File: config.mk
export PLATFORM = sky130hd
export DESIGN_NAME = icmp_echo_parity_packet_filter_unit
export DESIGN_NICKNAME = d
export VERILOG_FILES = /design/src/design/iepf_pkg.sv /design/src/design/icmp_echo_parity_packet_filter_unit.sv /design/src/design/iepf_parser.sv
export SDC_FILE = /design/constraint.sdc
export NUM_CORES = 1
export LEC_CHECK = 0
export ABC_AREA = 1
export BUFFER_PORTS_ARGS = -buffer_cell sky130_fd_sc_hd__buf_2
export CELL_PAD_IN_SITES_DETAIL_PLACEMENT = 0
export CELL_PAD_IN_SITES_GLOBAL_PLACEMENT = 1
export CORE_MARGIN = 3
export CORE_UTILIZATION = 30
export DETAILED_ROUTE_END_ITERATION = 6
export PLACE_DENSITY_LB_ADDON = 0.1
export SETUP_SLACK_MARGIN = 0.4
export SLEW_MARGIN = 20
export SYNTH_ARGS = -nofsm -noshare
export SYNTH_HDL_FRONTEND = slang
export SYNTH_SLANG_ARGS = --single-unit
File: constraint.sdc
create_clock -name clk_i -period 6.85 [get_ports clk_i]
set_input_delay 0.685 -clock clk_i [delete_from_list [all_inputs] [get_ports clk_i]]
set_output_delay 0.685 -clock clk_i [all_outputs]
set_load 0.01 [all_outputs]
File: src/design/iepf_pkg.sv
`timescale 1ns / 1ps
// ----------------------------------------------------------------------------
// iepf_pkg
// Shared constants and types for the ICMP echo parity packet filter.
// ----------------------------------------------------------------------------
package iepf_pkg;

  localparam logic [15:0] EtVlanQ   = 16'h8100;
  localparam logic [15:0] EtVlanAd  = 16'h88A8;
  localparam logic [15:0] EtIpv6    = 16'h86DD;
  localparam logic [15:0] EtIpv4    = 16'h0800;
  localparam logic [7:0]  ProtoIcmp6 = 8'd58;
  localparam logic [7:0]  ProtoIcmp4 = 8'd1;

  localparam logic [1:0]  ClassOther = 2'd0;
  localparam logic [1:0]  ClassIcmp4 = 2'd1;
  localparam logic [1:0]  ClassIcmp6 = 2'd2;

  typedef struct packed {
    logic       drop;
    logic [1:0] packet_class;
  } verdict_t;

endpackage

File: src/design/icmp_echo_parity_packet_filter_unit.sv
`timescale 1ns / 1ps
// ----------------------------------------------------------------------------
// icmp_echo_parity_packet_filter_unit
// Byte-serial Ethernet/VLAN/IP/ICMP header walker giving a pass/drop verdict
// on the last byte of each packet.
// ----------------------------------------------------------------------------
// a final byte passes the input register, and its verdict is then stored in the result register
// throughput: one byte per cycle, set by the input register feeding the parser,
// except while a final byte waits for the result register; only final bytes
// produce a result; the result register holds it under stall; reset clears
// parse state and both valid flags; first byte after reset starts a new packet
module icmp_echo_parity_packet_filter_unit #(
  parameter int VLAN_DEPTH = 2
) (
  input  logic       clk_i,
  input  logic       rst_ni,
  input  logic       in_valid_i,
  output logic       in_stall_o,
  input  logic [7:0] data_byte_i,
  input  logic       end_of_packet_i,
  output logic       out_valid_o,
  input  logic       out_stall_i,
  output logic       drop_o,
  output logic [1:0] packet_class_o
);

  logic               in_valid_q;
  logic [7:0]         byte_q;
  logic               eop_q;
  logic               out_valid_q;
  iepf_pkg::verdict_t verdict;
  iepf_pkg::verdict_t result_q;
  logic               out_free;
  logic               step;
  logic               load_in;

  assign out_free   = ~out_valid_q | ~out_stall_i;
  // a final byte waits until the result register can take its verdict
  assign step       = in_valid_q & (~eop_q | out_free);
  assign in_stall_o = in_valid_q & ~step;
  assign load_in    = in_valid_i & ~in_stall_o;

  always_ff @(posedge clk_i or negedge rst_ni) begin
    if (!rst_ni) begin
      in_valid_q <= 1'b0;
    end else if (~in_valid_q | step) begin
      in_valid_q <= in_valid_i;
    end
  end

  always_ff @(posedge clk_i) begin
    if (load_in) begin
      byte_q <= data_byte_i;
      eop_q  <= end_of_packet_i;
    end
  end

  iepf_parser #(
    .VLAN_DEPTH(VLAN_DEPTH)
  ) u_parser (
    .clk_i          (clk_i),
    .rst_ni         (rst_ni),
    .step_i         (step),
    .data_byte_i    (byte_q),
    .end_of_packet_i(eop_q),
    .verdict_o      (verdict)
  );

  always_ff @(posedge clk_i or negedge rst_ni) begin
    if (!rst_ni) begin
      out_valid_q <= 1'b0;
    end else if (out_free) begin
      out_valid_q <= step & eop_q;
    end
  end

  always_ff @(posedge clk_i) begin
    if (step & eop_q) begin
      result_q <= verdict;
    end
  end

  assign out_valid_o    = out_valid_q;
  assign drop_o         = result_q.drop;
  assign packet_class_o = result_q.packet_class;

endmodule

File: src/design/iepf_parser.sv
`timescale 1ns / 1ps
// ----------------------------------------------------------------------------
// iepf_parser
// Header walk state machine: consumes one byte per step and forms the
// verdict from the updated parse state on the final byte.
// ----------------------------------------------------------------------------
module iepf_parser #(
  parameter int VLAN_DEPTH = 2
) (
  input  logic               clk_i,
  input  logic               rst_ni,
  input  logic               step_i,
  input  logic [7:0]         data_byte_i,
  input  logic               end_of_packet_i,
  output iepf_pkg::verdict_t verdict_o
);

  localparam int TagW = (VLAN_DEPTH < 2) ? 1 : $clog2(VLAN_DEPTH + 1);

  typedef enum logic [2:0] {
    PhEth   = 3'd0,
    PhVlan  = 3'd1,
    PhIp6   = 3'd2,
    PhIp4   = 3'd3,
    PhIcmp6 = 3'd4,
    PhIcmp4 = 3'd5,
    PhDone  = 3'd6,
    PhSkip  = 3'd7
  } phase_e;

  phase_e          phase_q, phase_d;
  logic [6:0]      offset_q, offset_d;
  logic [15:0]     ether_type_q, ether_type_d;
  logic [TagW-1:0] tags_q, tags_d;
  logic [7:0]      proto_q, proto_d;
  logic            seq_odd_q, seq_odd_d;
  logic            l2_done;
  logic            vlan_type;
  logic            tag_room;

  assign vlan_type = (ether_type_d == iepf_pkg::EtVlanQ) ||
                     (ether_type_d == iepf_pkg::EtVlanAd);
  assign tag_room  = ({1'b0, tags_d} < (TagW + 1)'(VLAN_DEPTH));

  always_comb begin
    phase_d      = phase_q;
    offset_d     = offset_q;
    ether_type_d = ether_type_q;
    tags_d       = tags_q;
    proto_d      = proto_q;
    seq_odd_d    = seq_odd_q;
    l2_done      = 1'b0;

    unique case (phase_q)
      PhEth: begin
        if (offset_q == 7'd12) ether_type_d = {data_byte_i, 8'h00};
        if (offset_q == 7'd13) begin
          ether_type_d = {ether_type_q[15:8], data_byte_i};
          l2_done      = 1'b1;
        end else begin
          offset_d = offset_q + 7'd1;
        end
      end
      PhVlan: begin
        if (offset_q == 7'd2) ether_type_d = {data_byte_i, 8'h00};
        if (offset_q >= 7'd3) begin
          ether_type_d = {ether_type_q[15:8], data_byte_i};
          tags_d       = tags_q + TagW'(1);
          l2_done      = 1'b1;
        end else begin
          offset_d = offset_q + 7'd1;
        end
      end
      PhIp6: begin
        if (offset_q == 7'd6) proto_d = data_byte_i;
        if (offset_q >= 7'd39) begin
          offset_d = '0;
          phase_d  = (proto_d == iepf_pkg::ProtoIcmp6) ? PhIcmp6 : PhSkip;
        end else begin
          offset_d = offset_q + 7'd1;
        end
      end
      PhIp4: begin
        if (offset_q == 7'd9) proto_d = data_byte_i;
        if (offset_q >= 7'd19) begin
          offset_d = '0;
          phase_d  = (proto_d == iepf_pkg::ProtoIcmp4) ? PhIcmp4 : PhSkip;
        end else begin
          offset_d = offset_q + 7'd1;
        end
      end
      PhIcmp6, PhIcmp4: begin
        if (offset_q >= 7'd7) begin
          seq_odd_d = data_byte_i[0];
          offset_d  = '0;
          phase_d   = PhDone;
        end else begin
          offset_d = offset_q + 7'd1;
        end
      end
      default: ;
    endcase

    // pick the next header once the ethertype is complete
    if (l2_done) begin
      offset_d = '0;
      if (vlan_type && tag_room)                    phase_d = PhVlan;
      else if (ether_type_d == iepf_pkg::EtIpv6)    phase_d = PhIp6;
      else if (ether_type_d == iepf_pkg::EtIpv4)    phase_d = PhIp4;
      else                                          phase_d = PhSkip;
    end
  end

  // verdict from the state after this byte
  always_comb begin
    verdict_o.drop         = 1'b0;
    verdict_o.packet_class = iepf_pkg::ClassOther;
    if (phase_d == PhDone) begin
      if (proto_d == iepf_pkg::ProtoIcmp6) begin
        verdict_o.packet_class = iepf_pkg::ClassIcmp6;
        verdict_o.drop         = ~seq_odd_d;
      end else begin
        verdict_o.packet_class = iepf_pkg::ClassIcmp4;
        verdict_o.drop         = seq_odd_d;
      end
    end
  end

  always_ff @(posedge clk_i or negedge rst_ni) begin
    if (!rst_ni) begin
      phase_q      <= PhEth;
      offset_q     <= '0;
      ether_type_q <= '0;
      tags_q       <= '0;
      proto_q      <= '0;
      seq_odd_q    <= 1'b0;
    end else if (step_i) begin
      if (end_of_packet_i) begin
        phase_q      <= PhEth;
        offset_q     <= '0;
        ether_type_q <= '0;
        tags_q       <= '0;
        proto_q      <= '0;
        seq_odd_q    <= 1'b0;
      end else begin
        phase_q      <= phase_d;
        offset_q     <= offset_d;
        ether_type_q <= ether_type_d;
        tags_q       <= tags_d;
        proto_q      <= proto_d;
        seq_odd_q    <= seq_odd_d;
      end
    end
  end

endmodule
==> flow_metrics.env, run 1 <==
export IMPL_finalCriticalPeriod_ns=3.14
export IMPL_hp_class="input port to asynchronous set/reset pin"
export IMPL_combPwrFrac_pct=44.9
export IMPL_cp_required_ns=7.04
export IMPL_intPower_mw=0.741
export IMPL_crit_family="simple AND/OR/NAND/NOR gates"
export IMPL_power_switching_share_pct=43.5
export IMPL_r2r_cells=10
export IMPL_drtIter0Drc=179
export IMPL_cts_tree="built"
export IMPL_portBuffers=17
export IMPL_die_y_um=113
export IMPL_cts_sinks=51
export IMPL_clk_path_buf_depth=2
export IMPL_cp_slowest_stage_delay_ns=0.63
export IMPL_clk_latency_ns=0.30
export IMPL_async_flop_share_pct=76.5
export IMPL_r2r_end="u_parser.offset_q[6]$_DFFE_PN0P_"
export IMPL_crit_path_end_kind="register"
export IMPL_final_nets=513
export IMPL_power_leakage_nw=1.89
export IMPL_wl_per_cell_um=15.9
export IMPL_area_growth_synth_to_final_pct=12.5
export IMPL_top_layer_used="met4"
export IMPL_htree_levels=2
export IMPL_drv_cap=0
export IMPL_crit_chain="nand3_1 > nand2_1 > inv_1 > o21ai_0 > a31oi_2 > inv_1 > nor3_1 > nand2_1 > o22ai_1 > a21oi_1"
export IMPL_p_sw_mw=0.569
export IMPL_antenna_found_initial=0
export IMPL_synth_cell_types=37
export IMPL_synth_edf_count=12
export IMPL_critPathMaxFanout=21
export IMPL_design_area_um2=3840
export IMPL_grt_first_pass_wirelength_um=16500
export IMPL_synth_fa_ha_area_share_pct=2.56
export IMPL_reg2reg_slack_ns=3.71
export IMPL_outcome="finished clean"
export IMPL_dr_wl_met3_um=321
export IMPL_n_fill_cell=1211
export IMPL_gp_congestion=0.868
export IMPL_r2r_start="eop_q$_DFFE_PP_"
export IMPL_startpoint_type="register"
export IMPL_die_area_um2=12700
export IMPL_synthCells=478
export IMPL_grt_ovfl_total=0
export IMPL_cts_buffers_inserted=5
export IMPL_layout_common_cells="146 x nand2_1, 59 x inv_1, 41 x o21ai_0"
export IMPL_drt_pass1_iterations=5
export IMPL_cp_slowest_cell="inv_1"
export IMPL_io_pins=18
export IMPL_hpwl_um=7560
export IMPL_routed_via_density=4.88
export IMPL_postSynthAreaPerCell_um2=7.15
export IMPL_rsz0062_at_grt="no"
export IMPL_remaining_drc_errors=0
export IMPL_fin_tns_setup_ns=0
export IMPL_cts_setup_buffers=0
export IMPL_drive_gt1_share_pct=13.0
export IMPL_ys_seq_area_share_pct=39.1
export IMPL_root_buffer="clkbuf_16"
export IMPL_die_w_um=113
export IMPL_grt_usage_pct=16.5
export IMPL_ys_ff_latch=51
export IMPL_route_met2_wl_um=4660
export IMPL_wl_um=10100
export IMPL_synth_compound_area_share_pct=15.2
export IMPL_pwr_share_seq_pct=29.7
export IMPL_relSlewSlack_pct=33.1
export IMPL_detail_route_antenna_nets=0
export IMPL_p_per_area_nw_per_um2=341
export IMPL_synthSimpleGateAreaFrac_pct=34.2
export IMPL_core_area_um2=11000
export IMPL_n_antenna_cell=0
export IMPL_grt_max_degree=40
export IMPL_whs_ns=0.283
export IMPL_clockPowerShare_pct=25.4
export IMPL_path_buf_inv=2
export IMPL_hold_violations=0
export IMPL_holdBufCountCts=0
export IMPL_placed_area_um2=3630
export IMPL_setup_viol=0
export IMPL_synth_fp_nets=498
export IMPL_report_final_slew_viol_count=0
export IMPL_grt_pass1_vias=3079
export IMPL_fin_crit_sh_pct=45.9
export IMPL_wl_met1_um=4950
export IMPL_tightest_slew_ns=0.999
export IMPL_synth_top_family_by_area="simple AND/OR/NAND/NOR gates"
export IMPL_synth_warnings=0
export IMPL_fmax_mhz=318
export IMPL_via_count=3095
export IMPL_critical_path_arrival_ns=3.33
export IMPL_synth_area_um2=3420
export IMPL_clock_skew_ns=0.00663
export IMPL_post_cts_resized=0
export IMPL_cts_clk_slew_worst_paths_ns=0.07
export IMPL_rows=38
export IMPL_initial_core_util_pct=31.1
export IMPL_muxShareOfSynthArea_pct=0
export IMPL_vdd_drop_max_mv=0.107
export IMPL_ys_flop_type="dfrtp_1"
export IMPL_synth_xor_area_share_pct=0.256
export IMPL_final_common_cell="nand2_1"
export IMPL_worst_setup_path_type="register to register"
==> flip-flops by register name, summed over array words and instances, names as in the netlist, 2 cells and up <==
signal	flops
packet_class_o	2
u_parser.ether_type_q	16
u_parser.phase_q	3
byte_q	8
u_parser.proto_q	8
u_parser.tags_q	2
u_parser.offset_q	7
==> layout make-up <==
cell class	count	area [um2]	area share, %
multi-input cells	350	1780	46.4
flip-flops and latches	51	1340	34.8
inverters	67	251	6.55
well taps	140	175	4.56
clock buffers	5	125	3.26
repair buffers	18	105	2.74
clock inverters	3	67.6	1.76
==> kinds of logic after synthesis <==
family,Yosys count
xor+xnor,1
simple gates,257
fa+ha+maj,7
flops,51
buf+inv,77
compound gates,85
==> power groups by stage <==
stage	combinational (mW)	clock [mW]	sequential, mW
detailed placement	0.587	0	0.394
global route	0.665	0.351	0.395
global placement	0.593	0	0.394
CTS	0.587	0.341	0.388
finish	0.588	0.333	0.389
floorplan	0.443	0	0.384
==> how the worst max path moves through the flow <==
stage | startpoint | end | slack, ns | cells past startpoint
after floorplan | u_parser.phase_q[2]$_DFFE_PN0P_ | packet_class_o[1]$_SDFFCE_PP0P_ | 4.60 | 16
after global placement | out_stall_i | u_parser.offset_q[5]$_DFFE_PN0P_ | 3.54 | 11
after detailed placement | out_stall_i | u_parser.offset_q[6]$_DFFE_PN0P_ | 3.43 | 11
after CTS | eop_q$_DFFE_PP_ | u_parser.offset_q[6]$_DFFE_PN0P_ | 3.70 | 10
after global routing | eop_q$_DFFE_PP_ | u_parser.offset_q[6]$_DFFE_PN0P_ | 3.40 | 10
final | eop_q$_DFFE_PP_ | u_parser.offset_q[6]$_DFFE_PN0P_ | 3.71 | 10
==> synth_stat cells (4+ instances only) <==
master,instances,share of area (%)
nor2_1,39,4.3
o22ai_1,13,2.4
clkbuf_1,8,0.88
edfxtp_1,12,11
o21ai_2,4,1.0
nand2_1,146,16
nand3_1,28,4.1
a21oi_1,8,1.2
nor3_1,8,1.2
o21ai_1,4,0.59
inv_2,7,0.77
ha_1,7,2.6
nand2_2,8,1.5
nand4_1,7,1.3
nor2_2,6,1.1
o21ai_0,41,6.0
nor3b_1,4,0.88
dfrtp_1,39,29
inv_1,59,6.5
==> through the flow <==
| step | instances | util (%) | worst slack [ns] | total power, mW |
|---|---|---|---|---|
| 5_1_grt | 634 | 35.0 | 3.40 | 1.41 |
| 3_3_place_gp | 625 | 33.0 | 3.54 | 0.987 |
| 6_report | 634 | 35.0 | 3.71 | 1.31 |
| 3_5_place_dp | 625 | 33.0 | 3.43 | 0.981 |
| 2_1_floorplan | 478 | - | 4.60 | 0.828 |
| 4_1_cts | 633 | 34.8 | 3.70 | 1.31 |
==> routing by layer <==
layer  track usage (%)  up-vias
met4              4.57        0
li1                  -     1595
met5                 0        -
met3              2.30       13
met1              23.0     1421
met2              27.1       66
(Power assumes the default switching activity.)
==> run 2, diff against run 1 <==
- ABC_AREA: 1 -> 0
- clock period: 6.85 -> 2.8 ns (I/O delays scaled with it)
==> flow_metrics.env, run 2 <==
export IMPL_outcome="complete, but fails checks"
export IMPL_failed_checks="negative setup slack"
export IMPL_cts_tree="built"
export IMPL_top_register="u_parser.ether_type_q"
export IMPL_synth_most_common_cell="dfrtp_1"
export IMPL_async_flop_share_pct=76.0
export IMPL_gp_congestion=0.836
export IMPL_rsz0062_at_grt="yes"
export IMPL_crit_path_end_kind="register"
export IMPL_dp_slack_ns=-0.129
export IMPL_antenna_found_initial=0
export IMPL_grt_usage_pct=18.4
export IMPL_synth_warnings=0
export IMPL_synth_area_um2=3090
export IMPL_combPwrFrac_pct=43.5
export IMPL_cts_clk_slew_worst_paths_ns=0.11
export IMPL_hpwl_um=7570
export IMPL_p_per_area_nw_per_um2=568
export IMPL_power_leakage_nw=1.77
export IMPL_portBuffers=17
export IMPL_area_growth_synth_to_final_pct=38.7
export IMPL_fin_crit_sh_pct=105
export IMPL_hp_class="input port to asynchronous set/reset pin"
export IMPL_drive_gt1_share_pct=40.0
export IMPL_setup_viol=3
export IMPL_synth_top_area_share_pct=30.8
export IMPL_critPathMaxFanout=4
export IMPL_postSynthAreaPerCell_um2=9.50
export IMPL_synth_fp_nets=345
export IMPL_core_area_um2=9910
export IMPL_power_switching_share_pct=36.9
export IMPL_rows=36
export IMPL_synth_cell_types=71
export IMPL_die_area_um2=11500
export IMPL_io_pins=18
export IMPL_n_antenna_cell=0
export IMPL_p_sw_mw=0.898
export IMPL_clock_skew_ns=0.00809
export IMPL_n_fill_cell=1010
export IMPL_worst_setup_path_type="register to register"
export IMPL_synthTopCellsByArea="dfrtp_1 31%, edfxtp_1 12%, a22o_1 4.5%"
export IMPL_wl_um=10200
export IMPL_pwr_share_seq_pct=34.0
export IMPL_initial_core_util_pct=31.2
export IMPL_largest_register_ffs=15
export IMPL_yosysTopAreaCell="dfrtp_1"
export IMPL_relSlewSlack_pct=38.5
export IMPL_clk_path_buf_depth=2
export IMPL_routed_via_density=5.39
export IMPL_drtIter0Drc=169
export IMPL_grt_max_degree=39
export IMPL_cts_sinks=50
export IMPL_biggestRegsByFlops="u_parser.ether_type_q (15), byte_q (8), u_parser.proto_q (8)"
export IMPL_synth_common_cells="38 x dfrtp_1, 26 x nand2_1, 20 x inv_1, 20 x o21ai_0, 16 x a22o_1"
export IMPL_die_w_um=107
export IMPL_detail_route_antenna_nets=0
export IMPL_cp_required_ns=2.98
export IMPL_remaining_drc_errors=0
export IMPL_tightest_slew_ns=0.922
export IMPL_design_area_um2=4280
export IMPL_placed_area_um2=3810
export IMPL_grt_first_pass_wirelength_um=16600
export IMPL_startpoint_type="register"
export IMPL_setup_ws_ns=-0.149
export IMPL_htree_levels=2
export IMPL_fin_tns_setup_ns=-0.265
export IMPL_synthCells=325
export IMPL_critical_path_arrival_ns=3.13
export IMPL_drt_pass1_iterations=4
export IMPL_report_final_slew_viol_count=0
export IMPL_final_nets=436
export IMPL_vdd_drop_max_mv=0.211
export IMPL_grt_pass1_vias=3057
export IMPL_whs_ns=0.0981
export IMPL_cts_buffers_inserted=5
export IMPL_postLayoutCoreUtil_pct=43.2
export IMPL_ys_ff_latch=50
export IMPL_wl_per_cell_um=18.6
export IMPL_holdBufCountCts=0
export IMPL_die_y_um=107
export IMPL_via_count=2963
export IMPL_drv_cap=0
export IMPL_synth_edf_count=12
export IMPL_intPower_mw=1.54
export IMPL_root_buffer="clkbuf_8"
export IMPL_final_common_cell="buf_4"
export IMPL_ys_flop_type="dfrtp_1"
export IMPL_grt_ovfl_total=0
export IMPL_clk_latency_ns=0.31
export IMPL_layout_common_cells="79 x buf_4, 36 x dfrtp_1, 24 x nand2_1"
export IMPL_ys_seq_area_share_pct=42.5
export IMPL_hold_violations=0
export IMPL_finalCriticalPeriod_ns=2.95
export IMPL_fmax_mhz=339
export IMPL_clockPowerShare_pct=22.5
## run 2: worst max-delay path, cell delays in order (launching register included)
cell	delay, ns
dfrtp_2	0.46
ha_4	0.17
a2111o_1	0.41
or4_4	0.47
a21boi_2	0.16
buf_4	0.12
nor2_2	0.03
or4b_4	0.55
a2111oi_4	0.33
o32ai_1	0.12
## run 2: what timing repair did
| action | CTS | global route |
|---|---|---|
| gates cloned | 0 | 0 |
| setup endpoints to repair | 28 | 32 |
| setup buffers | 10 | 8 |
| pin swaps | 13 | 6 |
| endpoints found under the hold margin | 0 | 0 |
| gates resized for setup | 29 | 32 |
## run 2: kinds of logic (layout without fill, tap and decap cells)
family                     after synthesis  after routing  share of synthesized area [%]
AOI/OAI and AO/OA                      118            118                           29.0
and+or+nand+nor                        106            106                           19.2
DFF                                     50             50                           42.5
buffers and inverters                   40            132                           5.27
adders and majority gates                7              7                           2.84
xor gates and xnor gates                 2              2                          0.567
muxes                                    2              2                          0.689
## run 2: final cells by class
cell class | count | area (um2) | area share (%)
multi-input cells | 235 | 1840 | 43.0
flip-flops and latches | 50 | 1310 | 30.7
repair buffers | 104 | 768 | 17.9
well taps | 133 | 166 | 3.88
inverters | 20 | 75.1 | 1.75
clock buffers | 5 | 68.8 | 1.61
clock inverters | 3 | 48.8 | 1.14
## run 2: power by group through the flow
stage	logic (mW)	registers (mW)	clock network, mW
6_report	1.06	0.828	0.548
2_1_floorplan	0.458	0.851	0
3_3_place_gp	0.879	0.840	0
5_1_grt	1.15	0.834	0.601
3_5_place_dp	0.885	0.842	0
4_1_cts	0.962	0.825	0.570
## run 2: path summary, 6_finish.rpt
check	from	endpoint	slack [ns]	cells after the start
worst max-delay path	u_parser.offset_q[0]$_DFFE_PN0P_	u_parser.phase_q[2]$_DFFE_PN0P_	-0.15	9
worst min-delay path	rst_ni	u_parser.ether_type_q[7]$_DFFE_PN0P_	0.1	1
worst max register to register	u_parser.offset_q[0]$_DFFE_PN0P_	u_parser.phase_q[2]$_DFFE_PN0P_	-0.15	9
worst min register to register	u_parser.ether_type_q[6]$_DFFE_PN0P_	u_parser.ether_type_q[6]$_DFFE_PN0P_	0.49	2
max in group asynchronous	rst_ni	u_parser.offset_q[1]$_DFFE_PN0P_	2.08	1
min in group clk_i	data_byte_i[3]	byte_q[3]$_DFFE_PP_	0.14	1
## run 2: routing by layer
layer	GRT usage, %	wire length, um
met1	24.7	4680
met2	31.9	5100
met3	2.40	338
met4	3.52	96
met5	0	0
## run 2: through the flow
stage	total power, mW	std cells
global route	2.59	550
detailed placement	1.73	524
floorplan	1.31	325
finish	2.43	550
CTS	2.36	542
global placement	1.72	524
